===== src/rsde_pkg.sv =====
// ----------------------------------------------------------------------------
// rsde_pkg
// Opcodes, ALU codes and the control word of the RV32I subset decode/execute.
// ----------------------------------------------------------------------------
package rsde_pkg;

  localparam logic [6:0] OpcR     = 7'b0110011;
  localparam logic [6:0] OpcI     = 7'b0010011;
  localparam logic [6:0] OpcLui   = 7'b0110111;
  localparam logic [6:0] OpcLoad  = 7'b0000011;
  localparam logic [6:0] OpcStore = 7'b0100011;
  localparam logic [6:0] OpcJal   = 7'b1101111;
  localparam logic [6:0] OpcBeq   = 7'b1100011;

  localparam logic [2:0] F3Add = 3'd0;
  localparam logic [2:0] F3Xor = 3'd4;
  localparam logic [2:0] F3Sra = 3'd5;
  localparam logic [2:0] F3Or  = 3'd6;

  typedef enum logic [3:0] {
    AluAnd  = 4'd0,
    AluOr   = 4'd1,
    AluAdd  = 4'd2,
    AluXor  = 4'd3,
    AluSra  = 4'd4,
    AluSub  = 4'd6,
    AluPass = 4'd8,
    AluZero = 4'd15
  } alu_op_e;

  typedef enum logic [1:0] {
    ClsMem    = 2'd0,
    ClsBranch = 2'd1,
    ClsArith  = 2'd2,
    ClsJump   = 2'd3
  } alu_class_e;

  typedef struct packed {
    logic       reg_write;
    logic       alu_src;
    logic       branch;
    logic       mem_read;
    logic       mem_write;
    logic       mem_to_reg;
    alu_class_e alu_class;
    alu_op_e    alu_control;
    logic       supported;
  } ctrl_t;

endpackage


===== src/rsde_decode.sv =====
// ----------------------------------------------------------------------------
// rsde_decode
// Stage 1: opcode decode, ALU code and immediate generation, registered.
// ----------------------------------------------------------------------------
module rsde_decode
  import rsde_pkg::*;
(
  input  logic               clk_i,
  input  logic               rst_ni,
  input  logic               valid_i,
  input  logic        [31:0] instruction_i,
  input  logic signed [31:0] rs1_value_i,
  input  logic signed [31:0] rs2_value_i,
  output logic               valid_o,
  output ctrl_t              ctrl_o,
  output logic        [31:0] imm_o,
  output logic        [31:0] a_o,
  output logic        [31:0] b_o
);

  logic        valid_q;
  ctrl_t       ctrl_d, ctrl_q;
  logic [31:0] imm_d, imm_q, a_q, b_q;
  logic [6:0]  opc;
  logic [2:0]  f3;
  logic [31:0] ins;

  assign ins = instruction_i;
  assign opc = ins[6:0];
  assign f3  = ins[14:12];

  always_comb begin
    ctrl_d             = '0;
    ctrl_d.alu_class   = ClsMem;
    ctrl_d.alu_control = AluAnd;
    imm_d              = '0;
    case (opc)
      OpcR: begin
        ctrl_d.reg_write = 1'b1;
        ctrl_d.alu_class = ClsArith;
        ctrl_d.supported = 1'b1;
      end
      OpcI: begin
        ctrl_d.reg_write = 1'b1;
        ctrl_d.alu_src   = 1'b1;
        ctrl_d.alu_class = ClsArith;
        ctrl_d.supported = 1'b1;
        if (f3 == F3Sra) begin
          imm_d = {27'd0, ins[24:20]};
        end else begin
          imm_d = {{20{ins[31]}}, ins[31:20]};
        end
      end
      OpcLui: begin
        ctrl_d.reg_write = 1'b1;
        ctrl_d.alu_src   = 1'b1;
        ctrl_d.alu_class = ClsArith;
        ctrl_d.supported = 1'b1;
        imm_d            = {ins[31:12], 12'd0};
      end
      OpcLoad: begin
        ctrl_d.reg_write  = 1'b1;
        ctrl_d.alu_src    = 1'b1;
        ctrl_d.mem_read   = 1'b1;
        ctrl_d.mem_to_reg = 1'b1;
        ctrl_d.alu_class  = ClsMem;
        ctrl_d.supported  = 1'b1;
        imm_d             = {{20{ins[31]}}, ins[31:20]};
      end
      OpcStore: begin
        ctrl_d.alu_src   = 1'b1;
        ctrl_d.mem_write = 1'b1;
        ctrl_d.alu_class = ClsMem;
        ctrl_d.supported = 1'b1;
        imm_d            = {{20{ins[31]}}, ins[31:25], ins[11:7]};
      end
      OpcJal: begin
        ctrl_d.reg_write = 1'b1;
        ctrl_d.branch    = 1'b1;
        ctrl_d.alu_class = ClsJump;
        ctrl_d.supported = 1'b1;
        imm_d            = {{11{ins[31]}}, ins[31], ins[19:12], ins[20], ins[30:21], 1'b0};
      end
      OpcBeq: begin
        ctrl_d.branch    = 1'b1;
        ctrl_d.alu_class = ClsBranch;
        ctrl_d.supported = 1'b1;
        imm_d            = {{19{ins[31]}}, ins[31], ins[7], ins[30:25], ins[11:8], 1'b0};
      end
      default: begin
        ctrl_d.supported = 1'b0;
      end
    endcase

    if (ctrl_d.supported) begin
      case (ctrl_d.alu_class)
        ClsArith: begin
          if (opc == OpcLui) begin
            ctrl_d.alu_control = AluPass;
          end else begin
            case (f3)
              F3Add:   ctrl_d.alu_control = AluAdd;
              F3Xor:   ctrl_d.alu_control = AluXor;
              F3Or:    ctrl_d.alu_control = AluOr;
              F3Sra:   ctrl_d.alu_control = AluSra;
              default: ctrl_d.alu_control = AluZero;
            endcase
          end
        end
        ClsMem:    ctrl_d.alu_control = AluAdd;
        ClsBranch: ctrl_d.alu_control = AluSub;
        default:   ctrl_d.alu_control = AluZero;
      endcase
    end
  end

  always_ff @(posedge clk_i or negedge rst_ni) begin
    if (!rst_ni) begin
      valid_q <= 1'b0;
    end else begin
      valid_q <= valid_i;
    end
  end

  always_ff @(posedge clk_i) begin
    if (valid_i) begin
      ctrl_q <= ctrl_d;
      imm_q  <= imm_d;
      a_q    <= rs1_value_i;
      b_q    <= rs2_value_i;
    end
  end

  assign valid_o = valid_q;
  assign ctrl_o  = ctrl_q;
  assign imm_o   = imm_q;
  assign a_o     = a_q;
  assign b_o     = b_q;

endmodule


===== src/rsde_alu.sv =====
// ----------------------------------------------------------------------------
// rsde_alu
// Stage 2 selects the second operand; stage 3 computes and holds the result.
// ----------------------------------------------------------------------------
module rsde_alu
  import rsde_pkg::*;
(
  input  logic        clk_i,
  input  logic        rst_ni,
  input  logic        valid_i,
  input  ctrl_t       ctrl_i,
  input  logic [31:0] imm_i,
  input  logic [31:0] a_i,
  input  logic [31:0] b_i,
  output logic        valid_o,
  output ctrl_t       ctrl_o,
  output logic [31:0] imm_o,
  output logic [31:0] result_o
);

  // stage 2
  logic        s2_valid_q;
  ctrl_t       s2_ctrl_q;
  logic [31:0] s2_imm_q, s2_a_q, s2_op2_d, s2_op2_q;
  // stage 3
  logic        s3_valid_q;
  ctrl_t       s3_ctrl_q;
  logic [31:0] s3_imm_q, s3_res_d, s3_res_q;

  assign s2_op2_d = ctrl_i.alu_src ? imm_i : b_i;

  always_comb begin
    case (s2_ctrl_q.alu_control)
      AluAdd:  s3_res_d = s2_a_q + s2_op2_q;
      AluSub:  s3_res_d = s2_a_q - s2_op2_q;
      AluAnd:  s3_res_d = s2_a_q & s2_op2_q;
      AluOr:   s3_res_d = s2_a_q | s2_op2_q;
      AluXor:  s3_res_d = s2_a_q ^ s2_op2_q;
      AluSra:  s3_res_d = 32'($signed(s2_a_q) >>> s2_op2_q[4:0]);
      AluPass: s3_res_d = s2_op2_q;
      default: s3_res_d = '0;
    endcase
    if (!s2_ctrl_q.supported) begin
      s3_res_d = '0;
    end
  end

  always_ff @(posedge clk_i or negedge rst_ni) begin
    if (!rst_ni) begin
      s2_valid_q <= 1'b0;
      s3_valid_q <= 1'b0;
    end else begin
      s2_valid_q <= valid_i;
      s3_valid_q <= s2_valid_q;
    end
  end

  always_ff @(posedge clk_i) begin
    if (valid_i) begin
      s2_ctrl_q <= ctrl_i;
      s2_imm_q  <= imm_i;
      s2_a_q    <= a_i;
      s2_op2_q  <= s2_op2_d;
    end
    if (s2_valid_q) begin
      s3_ctrl_q <= s2_ctrl_q;
      s3_imm_q  <= s2_imm_q;
      s3_res_q  <= s3_res_d;
    end
  end

  assign valid_o  = s3_valid_q;
  assign ctrl_o   = s3_ctrl_q;
  assign imm_o    = s3_imm_q;
  assign result_o = s3_res_q;

endmodule


===== src/rv32_subset_decode_execute.sv =====
// ----------------------------------------------------------------------------
// rv32_subset_decode_execute
// RV32I subset decode, immediate generation and ALU in a three-stage pipeline.
// ----------------------------------------------------------------------------
// channel   handshake            word
// -------   ------------------   ---------------------------------------------
// input     start_i && !busy_o   instruction_i, rs1_value_i, rs2_value_i
// result    done_o (one cycle)   reg_write_o .. alu_out_o, supported_o
//
// One word may enter every cycle; done_o is the registered valid of the ALU
// stage, and the result is taken while done_o is high.
// Latency is set by the decode, operand-select and ALU register stages.
// busy_o is held low: the pipeline never stalls and the receiver takes every
// result in its strobe cycle.
// rst_ni clears the valid bits of all stages; payload registers are not reset.
// ----------------------------------------------------------------------------
module rv32_subset_decode_execute
  import rsde_pkg::*;
(
  input  logic               clk_i,
  input  logic               rst_ni,
  input  logic               start_i,
  output logic               busy_o,
  input  logic        [31:0] instruction_i,
  input  logic signed [31:0] rs1_value_i,
  input  logic signed [31:0] rs2_value_i,
  output logic               done_o,
  output logic               reg_write_o,
  output logic               alu_src_o,
  output logic               branch_o,
  output logic               mem_read_o,
  output logic               mem_write_o,
  output logic               mem_to_reg_o,
  output logic        [1:0]  alu_class_o,
  output logic        [3:0]  alu_control_o,
  output logic signed [31:0] immediate_o,
  output logic signed [31:0] alu_out_o,
  output logic               supported_o
);

  logic        dec_valid;
  ctrl_t       dec_ctrl;
  logic [31:0] dec_imm, dec_a, dec_b;
  ctrl_t       out_ctrl;
  logic [31:0] out_imm, out_res;

  assign busy_o = 1'b0;

  rsde_decode u_decode (
    .clk_i         (clk_i),
    .rst_ni        (rst_ni),
    .valid_i       (start_i && !busy_o),
    .instruction_i (instruction_i),
    .rs1_value_i   (rs1_value_i),
    .rs2_value_i   (rs2_value_i),
    .valid_o       (dec_valid),
    .ctrl_o        (dec_ctrl),
    .imm_o         (dec_imm),
    .a_o           (dec_a),
    .b_o           (dec_b)
  );

  rsde_alu u_alu (
    .clk_i    (clk_i),
    .rst_ni   (rst_ni),
    .valid_i  (dec_valid),
    .ctrl_i   (dec_ctrl),
    .imm_i    (dec_imm),
    .a_i      (dec_a),
    .b_i      (dec_b),
    .valid_o  (done_o),
    .ctrl_o   (out_ctrl),
    .imm_o    (out_imm),
    .result_o (out_res)
  );

  assign reg_write_o   = out_ctrl.reg_write;
  assign alu_src_o     = out_ctrl.alu_src;
  assign branch_o      = out_ctrl.branch;
  assign mem_read_o    = out_ctrl.mem_read;
  assign mem_write_o   = out_ctrl.mem_write;
  assign mem_to_reg_o  = out_ctrl.mem_to_reg;
  assign alu_class_o   = out_ctrl.alu_class;
  assign alu_control_o = out_ctrl.alu_control;
  assign supported_o   = out_ctrl.supported;
  assign immediate_o   = $signed(out_imm);
  assign alu_out_o     = $signed(out_res);

endmodule


===== config.mk =====
export PLATFORM = sky130hd
export DESIGN_NAME = rv32_subset_decode_execute
export DESIGN_NICKNAME = d
export VERILOG_FILES = /design/src/rsde_pkg.sv /design/src/rsde_decode.sv /design/src/rsde_alu.sv /design/src/rv32_subset_decode_execute.sv
export SDC_FILE = /design/constraint.sdc
export NUM_CORES = 1
export LEC_CHECK = 0
export BUFFER_PORTS_ARGS = -buffer_cell sky130_fd_sc_hd__clkbuf_2
export CAP_MARGIN = 20
export CORE_UTILIZATION = 34
export DETAILED_ROUTE_END_ITERATION = 8
export GPL_TIMING_DRIVEN = 0
export SLEW_MARGIN = 5
export SYNTH_ARGS = -nofsm -noshare
export SYNTH_HDL_FRONTEND = slang
export SYNTH_SLANG_ARGS = --single-unit

===== constraint.sdc =====
create_clock -name clk_i -period 5.1 [get_ports clk_i]
set_input_delay 0.255 -clock clk_i [delete_from_list [all_inputs] [get_ports clk_i]]
set_output_delay 0.255 -clock clk_i [all_outputs]
set_load 0.02 [all_outputs]

==> out/summary.txt <==
Worst Hold Path Cells = 3
failing checks = DRC
Leak = 0.00800 uW
total power = 6750 uW
detailed placement HPWL = 40,700 um
first-pass GRT wire length = 78,600 um
Post-synth EDFFs = 289
area leader, netlist = edfxtp_1
post-route ant nets = 0
DR iter-0 viols = 1,338
Max rail drop VDD = 0.270 mV
num rows = 79
share of layout cells above drive strength 1 = 20.6%
outcome = finished with violations
Yosys warnings = 0
final core occ = 42.5%
pin slew with the least headroom to its limit = 0.967 ns
placed cell count = 2,141
IO Pins = 178
Seq/Total Area, Yosys = 53.8%
total negative slack = 0 ns
CTS tree = done
fin crit period = 4.98 ns
NumNets Final = 1,851
DRC errors left = 7
Worst R2R Setup Slack = 0.12 ns
Max Cap Viol = 0
Worst Clk Skew = 0.0303 ns
Register-to-Register Path Depth = 19
Tcrit/Tclk final = 97.7%
distinct cell type count after synthesis = 80
Die Width = 221 um
total grt overflow = 0
commonest cells after routing, fill and taps aside = edfxtp_1 (289), clkbuf_2 (175), nand2_1 (124)
syn nets = 1,553
Worst EP arrival = 5.33 ns
Slew Limit Fails = 0
Max clock buf depth = 3
Routed wire per std cell = 23.8 um
Post-synth ARST share = 1.03%
initial antenna violation count = 0
worst setup path class = register to register
Post-Layout Cell Count = 2,283
Hold EP = u_decode.imm_o[0]
FF-to-FF Start = u_alu.s2_op2_q[0]
ant diodes = 0
crit end category = register
insertion delay to the later sink of the worst-skew pair = 0.60 ns
Die Footprint = 48,700 sq um
initial core utilization = 34.7%
Die Y-Extent = 221 um
post-synth top area share = 53.3%
routed wire length = 54,400 um
H-tree depth = 1
clk sink count = 292
Yosys reg bits = 292
Filler cells = 4,448
vias in the first global route = 12,100
Core Area = 46,900 sq um
Clock transition at path regs = 0.06 ns
Layout area overhead = 22.3%
Cells after Synth = 1,357
Slew HR = 35.4%
DR vias = 12,500
clock buffer count from CTS = 30
number of setup violations in the final report = 0
worst reg2reg path endpoint = u_alu.result_o[27]
RSZ-0062 raised after global routing = true
Final Hold Vio Count = 0
I/O Buffers = 174
Vias/cell = 5.47
Root Buffer = clkbuf_16
gpl congestion = 1.00
commonest non-fill, non-tap cell in the layout = edfxtp_1
PD cells = 339 nW/um^2
crit-path max FO = 10
worst min-delay path startpoint = instruction_i[7]
startpoint types = register
largest net degree at the start of global routing = 104
Synth Flop Type = edfxtp_1
Area contributors post-synth = edfxtp_1 (53%), ha_1 (7.4%), mux4_2 (2.9%), nand2_1 (2.9%), mux2_2 (2.8%)
placed cell area = 18,000 sq um
drt first pass iters = 7
FMAX = 0.201 GHz
Hold Path Class = primary input to register
syn_area_per_cell = 12.0 sq um
Netlist Area Pre-Place = 16,300 sq um
design area = 19,900 sq um
Required @ worst endpoint = 5.45 ns
Tot GR Track Use = 22.2%
[per-layer routing]
layer	global-route usage, %	up-vias	share of wire (%)
li1	-	5698	-
met1	30.6	6102	42
met2	33.9	610	45
met3	5.61	82	10
met4	7.88	0	3.4
met5	0	-	0
[flip-flops by register name (all words and copies together), names as in the netlist]
name and cells:
u_decode.b_o 32, u_decode.valid_o 1, u_alu.result_o 32, u_alu.s2_valid_q 1, u_alu.s2_a_q 32, u_alu.s2_imm_q 32
u_decode.a_o 32, u_decode.ctrl_o 11, u_decode.imm_o 32, u_alu.s2_ctrl_q 11, u_alu.valid_o 1, u_alu.imm_o 32
u_alu.s2_op2_q 32, u_alu.ctrl_o 11
[where the power goes]
part	switching, uW	total (uW)	internal, uW
Combinational	962	1600	635
Sequential	193	3040	2840
Clock	921	2120	1190
[per-stage QoR]
stage | hold WS [ns] | setup slack [ns]
2_1_floorplan | -0.0406 | 0.900
3_5_place_dp | 0.0542 | -0.226
6_report | 0.0183 | 0.119
3_3_place_gp | 0.0493 | -0.348
4_1_cts | 0.000706 | 0.0420
5_1_grt | 0.0238 | -0.0182
[kinds of logic after synthesis]
family	share of synthesized area [%]
mux	9.37
fa+ha+maj	7.57
flops	53.8
buf+inv	3.97
other cells	0.0230
xor+xnor	2.80
compound gates	12.7
simple gates	9.73
[critical path: stages (launching register included)]
cell	delay, ns
edfxtp_1	0.50
buf_6	0.21
buf_6	0.17
buf_2	0.22
inv_1	0.11
ha_1	0.23
nand4_1	0.21
or4_4	0.50
nor2_4	0.17
a41oi_1	0.17
xnor2_1	0.32
ha_1	0.30
clkbuf_2	0.18
a21o_1	0.20
a31oi_2	0.20
a211oi_1	0.12
nor2b_2	0.23
a211oi_1	0.12
or3_1	0.33
a31o_2	0.25
[layout make-up]
class                           count  area [sq um]  share of cell area, %
Buffer                             76           352                   1.77
Inverter                           78           293                   1.47
Multi-Input combinational cell    910          6940                   34.9
Tap cell                          607           759                   3.81
Sequential cell                   292          8760                   44.0
Clock buffer                       44           843                   4.24
Clock inverter                      9           101                  0.509
Timing Repair Buffer              267          1860                   9.33
[what timing repair did]
item | in CTS | in global routing
resized for setup | 5 | 12
setup buffers | 0 | 2
hold endpoints to repair | 98 | 0
hold buffers | 88 | 0
setup endpoints to repair | 4 | 11
pin swaps | 0 | 2
[how the worst max path moves through the flow]
stage                        from                  to  slack (ns)  cells after the start
4_1_cts        u_alu.s2_ctrl_q[1]  u_alu.result_o[28]        0.04                     13
6_report        u_alu.s2_op2_q[0]  u_alu.result_o[27]        0.12                     19
2_1_floorplan   u_alu.s2_op2_q[0]  u_alu.result_o[18]        0.90                     18
3_5_place_dp    u_alu.s2_op2_q[0]  u_alu.result_o[18]       -0.23                     18
5_1_grt         u_alu.s2_op2_q[0]  u_alu.result_o[29]       -0.02                     19
3_3_place_gp    u_alu.s2_op2_q[0]  u_alu.result_o[18]       -0.35                     18
[Yosys cell counts, drive strengths merged (23+ instances only)]
| master | count |
|---|---|
| a21oi | 85 |
| xnor2 | 42 |
| mux2i | 26 |
| ha | 96 |
| o21ai | 72 |
| edfxtp | 289 |
| inv | 77 |
| nand2 | 125 |
| nor2 | 102 |
| mux4 | 34 |
| nor3 | 23 |
| mux2 | 40 |
| buf | 30 |
| o22ai | 23 |
| clkbuf | 47 |
| a21o | 36 |
Note: power is estimated with default switching activity, not from simulation.
